## src/hdl/nmea_rmc_position_extractor_top_defines.svh

```systemverilog
// assertion helpers shared by the rtl, all sampled on clk with rst_n held low as disable
`ifndef NMEA_RMC_POSITION_EXTRACTOR_TOP_DEFINES_SVH
`define NMEA_RMC_POSITION_EXTRACTOR_TOP_DEFINES_SVH

// same-cycle implication
`define NRMC_ASSERT_IMP(lbl, ante, cons) \
  lbl: assert property (@(posedge clk) disable iff (!rst_n) (ante) |-> (cons)) \
    else $error("nrmc assertion failed");

// next-cycle implication
`define NRMC_ASSERT_NXT(lbl, ante, cons) \
  lbl: assert property (@(posedge clk) disable iff (!rst_n) (ante) |=> (cons)) \
    else $error("nrmc assertion failed");

`endif

```

## src/hdl/nrmc_pkg.sv

```systemverilog
`default_nettype none
package nrmc_pkg;

  typedef enum logic [3:0] {
    PH_HUNT   = 4'd0,
    PH_G      = 4'd1,
    PH_P      = 4'd2,
    PH_R      = 4'd3,
    PH_M      = 4'd4,
    PH_C      = 4'd5,
    PH_SKIP1  = 4'd6,
    PH_SKIP2  = 4'd7,
    PH_STATUS = 4'd8,
    PH_SKIP3  = 4'd9,
    PH_LAT    = 4'd10,
    PH_SKIPL1 = 4'd11,
    PH_SKIPL2 = 4'd12,
    PH_LON    = 4'd13
  } phase_t;

  localparam logic [7:0] CH_DOLLAR = 8'h24;
  localparam logic [7:0] CH_G      = 8'h47;
  localparam logic [7:0] CH_P      = 8'h50;
  localparam logic [7:0] CH_R      = 8'h52;
  localparam logic [7:0] CH_M      = 8'h4D;
  localparam logic [7:0] CH_C      = 8'h43;
  localparam logic [7:0] CH_COMMA  = 8'h2C;
  localparam logic [7:0] CH_A      = 8'h41;
  localparam logic [7:0] CH_V      = 8'h56;

  localparam int FIFO_DEPTH = 2;
  localparam int FIFO_PTR_W = 1;
  localparam int FIFO_CNT_W = 2;

  typedef struct packed {
    logic       field_sel;
    logic [3:0] char_pos;
    logic [7:0] coord_char;
    logic       fix_valid;
    logic       last_of_sentence;
  } coord_rec_t;

  typedef struct packed {
    logic full;
    logic empty;
  } fifo_stat_t;

  function automatic logic [7:0] header_char(input phase_t ph);
    logic [7:0] c;
    case (ph)
      PH_G:    c = CH_G;
      PH_P:    c = CH_P;
      PH_R:    c = CH_R;
      PH_M:    c = CH_M;
      default: c = CH_C;
    endcase
    return c;
  endfunction

endpackage
`default_nettype wire

```

## src/hdl/nrmc_if.sv

```systemverilog
`default_nettype none
interface nrmc_in_if;
  logic       valid;
  logic       ready;
  logic [7:0] rx_byte;
  modport source(output valid, output rx_byte, input ready);
  modport sink(input valid, input rx_byte, output ready);
endinterface

interface nrmc_out_if;
  logic       valid;
  logic       ready;
  logic       field_sel;
  logic [3:0] char_pos;
  logic [7:0] coord_char;
  logic       fix_valid;
  logic       last_of_sentence;
  modport source(output valid, output field_sel, output char_pos, output coord_char,
                 output fix_valid, output last_of_sentence, input ready);
  modport sink(input valid, input field_sel, input char_pos, input coord_char,
               input fix_valid, input last_of_sentence, output ready);
endinterface
`default_nettype wire

```

## src/hdl/nrmc_parser.sv

```systemverilog
`default_nettype none
`include "nmea_rmc_position_extractor_top_defines.svh"
module nrmc_parser #(
  parameter int LAT_LEN = 9,
  parameter int LON_LEN = 10
) (
  input  wire                     clk,
  input  wire                     rst_n,
  nrmc_in_if.sink                 in_ch,
  input  nrmc_pkg::fifo_stat_t    fifo_stat,
  output logic                    push,
  output nrmc_pkg::coord_rec_t    rec
);

  nrmc_pkg::phase_t phase_r, phase_nxt;
  logic [3:0]       count_r, count_nxt;
  logic             flag_r, flag_nxt;
  logic             fire;
  logic             is_lon;
  logic [4:0]       field_len;
  logic [4:0]       count_inc;
  logic             last;
  logic [7:0]       b;

  assign in_ch.ready = !fifo_stat.full;
  assign fire        = in_ch.valid && in_ch.ready;
  assign b           = in_ch.rx_byte;

  assign is_lon    = (phase_r == nrmc_pkg::PH_LON);
  assign field_len = is_lon ? 5'(LON_LEN) : 5'(LAT_LEN);
  assign count_inc = {1'b0, count_r} + 5'd1;
  assign last      = (count_inc >= field_len);

  // next state
  always_comb begin
    phase_nxt = phase_r;
    count_nxt = count_r;
    flag_nxt  = flag_r;
    if (fire) begin
      case (phase_r)
        nrmc_pkg::PH_HUNT: begin
          if (b == nrmc_pkg::CH_DOLLAR) phase_nxt = nrmc_pkg::PH_G;
        end
        nrmc_pkg::PH_G, nrmc_pkg::PH_P, nrmc_pkg::PH_R, nrmc_pkg::PH_M,
        nrmc_pkg::PH_C: begin
          if (b == nrmc_pkg::header_char(phase_r)) begin
            phase_nxt = nrmc_pkg::phase_t'(phase_r + 4'd1);
          end else begin
            phase_nxt = nrmc_pkg::PH_HUNT;
          end
        end
        nrmc_pkg::PH_SKIP1, nrmc_pkg::PH_SKIP2, nrmc_pkg::PH_SKIP3,
        nrmc_pkg::PH_SKIPL1: begin
          if (b == nrmc_pkg::CH_COMMA) phase_nxt = nrmc_pkg::phase_t'(phase_r + 4'd1);
        end
        nrmc_pkg::PH_SKIPL2: begin
          if (b == nrmc_pkg::CH_COMMA) begin
            phase_nxt = nrmc_pkg::PH_LON;
            count_nxt = '0;
          end
        end
        nrmc_pkg::PH_STATUS: begin
          count_nxt = '0;
          if (b == nrmc_pkg::CH_A) begin
            flag_nxt  = 1'b1;
            phase_nxt = nrmc_pkg::PH_SKIP3;
          end else if (b == nrmc_pkg::CH_V) begin
            flag_nxt  = 1'b0;
            phase_nxt = nrmc_pkg::PH_SKIP3;
          end else begin
            phase_nxt = nrmc_pkg::PH_HUNT;
          end
        end
        nrmc_pkg::PH_LAT, nrmc_pkg::PH_LON: begin
          if (last) begin
            count_nxt = '0;
            phase_nxt = is_lon ? nrmc_pkg::PH_HUNT : nrmc_pkg::PH_SKIPL1;
          end else begin
            count_nxt = count_inc[3:0];
          end
        end
        default: begin
          phase_nxt = nrmc_pkg::PH_HUNT;
          count_nxt = '0;
        end
      endcase
    end
  end

  // outputs: a record only for coordinate bytes
  always_comb begin
    push                 = 1'b0;
    rec.field_sel        = is_lon;
    rec.char_pos         = count_r;
    rec.coord_char       = b;
    rec.fix_valid        = flag_r;
    rec.last_of_sentence = is_lon && last;
    case (phase_r)
      nrmc_pkg::PH_LAT, nrmc_pkg::PH_LON: push = fire;
      default:                            push = 1'b0;
    endcase
  end

  always_ff @(posedge clk) begin
    if (!rst_n) begin
      phase_r <= nrmc_pkg::PH_HUNT;
      count_r <= '0;
      flag_r  <= 1'b0;
    end else begin
      phase_r <= phase_nxt;
      count_r <= count_nxt;
      flag_r  <= flag_nxt;
    end
  end

  `NRMC_ASSERT_IMP(a_last_only_lon, push, !rec.last_of_sentence || rec.field_sel)
  `NRMC_ASSERT_NXT(a_hunt_after_last, push && rec.last_of_sentence,
                   phase_r == nrmc_pkg::PH_HUNT && count_r == 4'd0)
  `NRMC_ASSERT_IMP(a_lat_pos_bound, push && !rec.field_sel, rec.char_pos <= 4'(LAT_LEN - 1))

endmodule
`default_nettype wire

```

## src/hdl/nrmc_fifo.sv

```systemverilog
`default_nettype none
`include "nmea_rmc_position_extractor_top_defines.svh"
module nrmc_fifo (
  input  wire                     clk,
  input  wire                     rst_n,
  input  wire                     push,
  input  nrmc_pkg::coord_rec_t    wr_data,
  input  wire                     pop,
  output nrmc_pkg::coord_rec_t    rd_data,
  output nrmc_pkg::fifo_stat_t    stat
);

  nrmc_pkg::coord_rec_t                mem_r [nrmc_pkg::FIFO_DEPTH];
  logic [nrmc_pkg::FIFO_PTR_W-1:0]     wr_ptr_r, wr_ptr_nxt;
  logic [nrmc_pkg::FIFO_PTR_W-1:0]     rd_ptr_r, rd_ptr_nxt;
  logic [nrmc_pkg::FIFO_CNT_W-1:0]     count_r, count_nxt;
  logic                                do_push, do_pop;

  localparam logic [nrmc_pkg::FIFO_PTR_W-1:0] LAST_IDX =
    nrmc_pkg::FIFO_PTR_W'(nrmc_pkg::FIFO_DEPTH - 1);
  localparam logic [nrmc_pkg::FIFO_CNT_W-1:0] DEPTH_CNT =
    nrmc_pkg::FIFO_CNT_W'(nrmc_pkg::FIFO_DEPTH);

  assign stat.full  = (count_r == DEPTH_CNT);
  assign stat.empty = (count_r == '0);
  assign do_push    = push && !stat.full;
  assign do_pop     = pop && !stat.empty;
  assign rd_data    = mem_r[rd_ptr_r];

  always_comb begin
    wr_ptr_nxt = wr_ptr_r;
    rd_ptr_nxt = rd_ptr_r;
    count_nxt  = count_r;
    if (do_push) wr_ptr_nxt = (wr_ptr_r == LAST_IDX) ? '0 : wr_ptr_r + 1'b1;
    if (do_pop)  rd_ptr_nxt = (rd_ptr_r == LAST_IDX) ? '0 : rd_ptr_r + 1'b1;
    case ({do_push, do_pop})
      2'b10:   count_nxt = count_r + 1'b1;
      2'b01:   count_nxt = count_r - 1'b1;
      default: count_nxt = count_r;
    endcase
  end

  always_ff @(posedge clk) begin
    if (do_push) mem_r[wr_ptr_r] <= wr_data;
  end

  always_ff @(posedge clk) begin
    if (!rst_n) begin
      wr_ptr_r <= '0;
      rd_ptr_r <= '0;
      count_r  <= '0;
    end else begin
      wr_ptr_r <= wr_ptr_nxt;
      rd_ptr_r <= rd_ptr_nxt;
      count_r  <= count_nxt;
    end
  end

  `NRMC_ASSERT_IMP(a_count_bound, 1'b1, count_r <= DEPTH_CNT)
  `NRMC_ASSERT_IMP(a_no_push_full, stat.full, !push)

endmodule
`default_nettype wire

```

## src/hdl/nrmc_out_stage.sv

```systemverilog
`default_nettype none
module nrmc_out_stage (
  input  wire                     clk,
  input  wire                     rst_n,
  input  nrmc_pkg::fifo_stat_t    fifo_stat,
  input  nrmc_pkg::coord_rec_t    rd_data,
  output logic                    pop,
  nrmc_out_if.source              out_ch
);

  logic                 valid_r, valid_nxt;
  nrmc_pkg::coord_rec_t data_r;

  // refill whenever the queue holds an entry and the output register is free or being drained this cycle
  assign pop       = !fifo_stat.empty && (!valid_r || out_ch.ready);
  assign valid_nxt = pop || (valid_r && !out_ch.ready);

  always_ff @(posedge clk) begin
    if (!rst_n) begin
      valid_r <= 1'b0;
    end else begin
      valid_r <= valid_nxt;
    end
  end

  always_ff @(posedge clk) begin
    if (pop) data_r <= rd_data;
  end

  assign out_ch.valid            = valid_r;
  assign out_ch.field_sel        = data_r.field_sel;
  assign out_ch.char_pos         = data_r.char_pos;
  assign out_ch.coord_char       = data_r.coord_char;
  assign out_ch.fix_valid        = data_r.fix_valid;
  assign out_ch.last_of_sentence = data_r.last_of_sentence;

endmodule
`default_nettype wire

```

## src/hdl/nmea_rmc_position_extractor_top.sv

```systemverilog
`default_nettype none
// GPRMC position extractor: takes one GPS byte per transaction and, once a
// "$GPRMC" header and a status byte of 'A' or 'V' have been seen, passes on the
// LAT_LEN latitude bytes and then the LON_LEN longitude bytes, each tagged with
// field, position, fix flag and (on the final longitude byte) an end marker;
// all other bytes are consumed silently. A byte is accepted every cycle while
// the two-entry queue behind the parser has room, so the block sustains one
// byte per cycle whenever the output side keeps taking results; that rate is
// set by the parser state update. A result passes through the queue write and
// then the output register load; that load waits while the output is stalled.
module nmea_rmc_position_extractor_top #(
  parameter int LAT_LEN = 9,
  parameter int LON_LEN = 10
) (
  input  wire         clk,
  input  wire         rst_n,
  nrmc_in_if.sink     in_ch,
  nrmc_out_if.source  out_ch
);

  logic                 push;
  logic                 pop;
  nrmc_pkg::coord_rec_t wr_rec;
  nrmc_pkg::coord_rec_t rd_rec;
  nrmc_pkg::fifo_stat_t fifo_stat;

  nrmc_parser #(
    .LAT_LEN(LAT_LEN),
    .LON_LEN(LON_LEN)
  ) u_parser (
    .clk       (clk),
    .rst_n     (rst_n),
    .in_ch     (in_ch),
    .fifo_stat (fifo_stat),
    .push      (push),
    .rec       (wr_rec)
  );

  nrmc_fifo u_fifo (
    .clk     (clk),
    .rst_n   (rst_n),
    .push    (push),
    .wr_data (wr_rec),
    .pop     (pop),
    .rd_data (rd_rec),
    .stat    (fifo_stat)
  );

  nrmc_out_stage u_out (
    .clk       (clk),
    .rst_n     (rst_n),
    .fifo_stat (fifo_stat),
    .rd_data   (rd_rec),
    .pop       (pop),
    .out_ch    (out_ch)
  );

endmodule
`default_nettype wire
```

## src/flat_wrapper.sv

```systemverilog
// flat-port wrapper written by rule: the top's interface ports become plain ports
module nmea_rmc_position_extractor_top_flat 
#(
  parameter int LAT_LEN = 9,
  parameter int LON_LEN = 10
)
  (clk, rst_n, in_ch_valid, in_ch_rx_byte, in_ch_ready, out_ch_valid, out_ch_field_sel, out_ch_char_pos, out_ch_coord_char, out_ch_fix_valid, out_ch_last_of_sentence, out_ch_ready);
  nrmc_in_if in_ch_i ();
  nrmc_out_if out_ch_i ();
  input  wire clk;
  input  wire rst_n;
  input wire logic [$bits(in_ch_i.valid)-1:0] in_ch_valid;
  input wire logic [$bits(in_ch_i.rx_byte)-1:0] in_ch_rx_byte;
  output wire logic [$bits(in_ch_i.ready)-1:0] in_ch_ready;
  output wire logic [$bits(out_ch_i.valid)-1:0] out_ch_valid;
  output wire logic [$bits(out_ch_i.field_sel)-1:0] out_ch_field_sel;
  output wire logic [$bits(out_ch_i.char_pos)-1:0] out_ch_char_pos;
  output wire logic [$bits(out_ch_i.coord_char)-1:0] out_ch_coord_char;
  output wire logic [$bits(out_ch_i.fix_valid)-1:0] out_ch_fix_valid;
  output wire logic [$bits(out_ch_i.last_of_sentence)-1:0] out_ch_last_of_sentence;
  input wire logic [$bits(out_ch_i.ready)-1:0] out_ch_ready;
  assign in_ch_i.valid = in_ch_valid;
  assign in_ch_i.rx_byte = in_ch_rx_byte;
  assign in_ch_ready = in_ch_i.ready;
  assign out_ch_valid = out_ch_i.valid;
  assign out_ch_field_sel = out_ch_i.field_sel;
  assign out_ch_char_pos = out_ch_i.char_pos;
  assign out_ch_coord_char = out_ch_i.coord_char;
  assign out_ch_fix_valid = out_ch_i.fix_valid;
  assign out_ch_last_of_sentence = out_ch_i.last_of_sentence;
  assign out_ch_i.ready = out_ch_ready;
  nmea_rmc_position_extractor_top #(.LAT_LEN(LAT_LEN), .LON_LEN(LON_LEN)) u_core (.clk(clk), .rst_n(rst_n), .in_ch(in_ch_i), .out_ch(out_ch_i));
endmodule
```

## config.mk

```make
export PLATFORM = sky130hd
export DESIGN_NAME = nmea_rmc_position_extractor_top_flat
export DESIGN_NICKNAME = d
export VERILOG_FILES = /design/src/hdl/nrmc_pkg.sv /design/src/hdl/nrmc_if.sv /design/src/hdl/nrmc_parser.sv /design/src/hdl/nrmc_fifo.sv /design/src/hdl/nrmc_out_stage.sv /design/src/hdl/nmea_rmc_position_extractor_top.sv /design/src/flat_wrapper.sv
export VERILOG_INCLUDE_DIRS = /design/src /design/src/hdl
export SDC_FILE = /design/constraint.sdc
export NUM_CORES = 1
export LEC_CHECK = 0
export BUFFER_PORTS_ARGS = -buffer_cell sky130_fd_sc_hd__buf_2
export CAP_MARGIN = 10
export CELL_PAD_IN_SITES_DETAIL_PLACEMENT = 0
export CELL_PAD_IN_SITES_GLOBAL_PLACEMENT = 2
export CORE_AREA = 2 2 91 93
export DETAILED_ROUTE_END_ITERATION = 10
export DIE_AREA = 0 0 93 95
export PLACE_DENSITY = 0.76
export SETUP_SLACK_MARGIN = 0.15
export SLEW_MARGIN = 0
export SYNTH_ARGS = -nofsm -noshare
export SYNTH_HDL_FRONTEND = slang
export SYNTH_SLANG_ARGS = --single-unit
```

## constraint.sdc

```tcl
create_clock -name clk -period 2.45 [get_ports clk]
set_input_delay 0.3675 -clock clk [delete_from_list [all_inputs] [get_ports clk]]
set_output_delay 0.3675 -clock clk [all_outputs]
set_load 0.005 [all_outputs]
```

==> out/results.tsv <==
metric	value	unit
p_leak	1.24	nW
via_per_inst	5.06	
rsz0062_at_grt	yes	
fin_util	0.436	
critical_path_class	register to register	
critPathRequiredTime	2.68	ns
ios	29	
ff2ff_path_depth	8	
area_growth	24.4	%
critPathMaxStageDelay	0.40	ns
syn_inst	217	
io_buffers	28	
cts_made_buffers	9	
yosysWarnings	0	
synth_edf_count	45	
maxSlewHeadroom	0.495	
worstReg2RegStart	u_core.u_parser.phase_r[0]$_SDFFE_PN0P_	
status	finished, final reports clean	
place_worst_setup_slack	0.0110	ns
placementRows	33	
whs_endpoint	u_core.u_fifo.mem_r[0][8]$_DFFE_PP_	
start_kind	register	
firstDrtPassIters	4	
fin_ws	0.189	ns
clk_pin_slew_worst_paths	0.07	ns
diodes	0	
overflow	0	
drc	0	
critPathTopFamily	compound AO/OA/AOI/OAI gates	
reg2reg_slack	0.19	ns
cp-end-kind	register	
grt_max_degree	21	
cellPowerDensity	652	nW/um^2
crit_arrival	2.49	ns
cp_slowest_cell	dfxtp_4	
vias	1893	
min_from	in_ch_rx_byte[6]	
worstSkewPairLatency	0.33	ns
start_util	0.350	
critPathMaxFanout	5	
hpwl	3730	um
core_area	7930	um^2
routedWlPerCell	15.3	um
grt_pass1_wl	8740	um
synth_seq_cells	59	
hold_violations	0	
vdd_drop_max	0.000276	V
ctsLongestPathBuffers	2	
async_flop_share	0	
whs	0.281	ns
grt_antenna_before_repair	0	
avgSynthCellArea	12.8	um^2
htreeDepth	3	
yosysSeqAreaShare	0.588	
setup_tns	0	ns
fp.dieW	93	um
cts.sinks	59	
synth_fp_nets	237	
grtUsageTotal	0.132	
final_layout_size_suffix_gt1_frac	0.379	
synthFlopType	edfxtp_1	
dieArea	8840	um^2
routabilityCongestion	0.749	
drt_iter0_drc	139	
die_y	95	um
finalSetupViolCount	0	
maxSlewViolCount	0	
r2r_end	u_core.u_parser.phase_r[3]$_SDFFE_PN0P_	
maxCapViolCount	0	
max_freq	442	MHz
synthDistinctLibCells	54	
syn-cell-area	2780	um^2
ant_nets	0	
hold_path.class	input port to register	
nets	284	
path_cells	clkinvlp_4, ha_4, nor3b_4, and2_1, o32a_1, o31a_1, a21o_1, a22o_1	
fin_total_pwr	2.25	mW
path_buf_inv	1	
period_minus_slack	2.26	ns
cts_tree	done	
max_slew.worst_pin.slew	0.756	ns
drt-total-wl	5720	um
min_period_over_period	0.923	
cts_root_buf	clkbuf_8	
fin_skew	0.00962	ns
ctsHoldBuffers	0	
grt_pass1_vias	1783	
hold_depth	1	
-- registers in the layout, indices dropped and copies added, names as in the netlist --
signal                                count
u_core.u_out.out_ch.field_sel             1
u_core.u_out.out_ch.valid                 1
u_core.u_parser.count_r                   4
u_core.u_parser.phase_r                   4
u_core.u_parser.flag_r                    1
u_core.u_out.out_ch.last_of_sentence      1
u_core.u_out.out_ch.fix_valid             1
u_core.u_fifo.mem_r                      30
u_core.u_out.out_ch.char_pos              4
u_core.u_fifo.count_r                     2
u_core.u_fifo.wr_ptr_r                    1
u_core.u_out.out_ch.coord_char            8
u_core.u_fifo.rd_ptr_r                    1
-- logic make-up (layout without fill, tap and decap cells) --
group | after synthesis | count (layout) | share of synthesized area
buf+inv | 15 | 67 | 0.0230
compound gates | 41 | 41 | 0.107
xor+xnor | 7 | 7 | 0.0221
flops | 59 | 59 | 0.588
fa+ha+maj | 8 | 8 | 0.0361
simple gates | 69 | 69 | 0.152
mux | 18 | 18 | 0.0721
-- final cells by class --
type                    instances  area [um^2]
inverters                       5         25.0
repair buffers                 46          279
multi-input cells             143         1190
fillers                       790         4470
well taps                     105          131
clock buffers                   9          124
clock inverters                 7         60.1
flip-flops and latches         59         1640
-- through the flow --
step	cell area (um^2)	std cells
6_report	3450	374
5_1_grt	3450	374
4_1_cts	3310	369
3_5_place_dp	3090	350
3_3_place_gp	3090	350
2_1_floorplan	2800	217
-- where the power goes --
part / switching [mW] / total, mW / leakage (nW) / internal, mW
registers: 0.0467 / 1.19 / 0.559 / 1.15
logic: 0.119 / 0.240 / 0.598 / 0.122
clock network: 0.437 / 0.820 / 0.0848 / 0.383
total: 0.602 / 2.25 / 1.24 / 1.65
-- cell usage after synthesis (3+ instances only) --
library cell / instances / area [um^2]
a21oi_1: 6 / 30.0
a32oi_1: 3 / 26.3
buf_2: 6 / 30.0
clkbuf_1: 4 / 15.0
dfxtp_1: 14 / 280
edfxtp_1: 45 / 1350
ha_1: 8 / 100
inv_1: 4 / 15.0
mux2_2: 16 / 180
nand2_1: 9 / 33.8
nand2b_1: 5 / 31.3
nand3_1: 5 / 25.0
nand4b_1: 3 / 26.3
nor2_1: 15 / 56.3
nor2b_1: 3 / 18.8
nor3_1: 5 / 25.0
nor4_1: 3 / 18.8
o21ai_0: 8 / 40.0
o31a_1: 4 / 35.0
xnor2_1: 3 / 26.3
xor2_1: 4 / 35.0
-- layout by cell type, fill, tap and decap left out, types with 4 or more instances in the layout --
cell / instances
edfxtp_1: 45
buf_2: 28
buf_4: 17
mux2_2: 16
nor2_1: 14
dfxtp_1: 12
nand2_1: 9
clkbuf_8: 9
o21ai_0: 8
a21oi_1: 6
clkinvlp_4: 4
nand2b_1: 4
nand3_1: 4
xor2_1: 4
nor3_1: 4
o31a_1: 4
ha_1: 4
-- layer usage --
metal | part of all wire | track usage | routed length [um]
met5 | 0 | 0 | 0
met4 | 0.012 | 0.0453 | 70
met3 | 0.048 | 0.0439 | 275
met2 | 0.47 | 0.208 | 2700
met1 | 0.47 | 0.169 | 2680
-- repair_timing --
item / 4_1_cts / 5_1_grt
buffers inserted: 3 / 5
pin swaps: 1 / 8
setup endpoints to repair: 5 / 5
resized for setup: 6 / 19
-- worst max path at each step --
stage / slack (ns) / end / cells past startpoint / startpoint
final: 0.19 / u_core.u_parser.phase_r[3]$_SDFFE_PN0P_ / 8 / u_core.u_parser.phase_r[0]$_SDFFE_PN0P_
after global routing: 0.11 / u_core.u_parser.phase_r[3]$_SDFFE_PN0P_ / 8 / u_core.u_parser.phase_r[0]$_SDFFE_PN0P_
after CTS: 0.15 / u_core.u_parser.phase_r[3]$_SDFFE_PN0P_ / 10 / u_core.u_parser.phase_r[1]$_SDFFE_PN0P_
after detailed placement: 0.01 / u_core.u_parser.phase_r[3]$_SDFFE_PN0P_ / 10 / u_core.u_parser.phase_r[1]$_SDFFE_PN0P_
after global placement: 0.07 / u_core.u_parser.phase_r[3]$_SDFFE_PN0P_ / 8 / u_core.u_parser.phase_r[0]$_SDFFE_PN0P_
after floorplan: 0.15 / u_core.u_parser.phase_r[3]$_SDFFE_PN0P_ / 11 / u_core.u_parser.phase_r[1]$_SDFFE_PN0P_
Power figures use the tool's default switching activity.
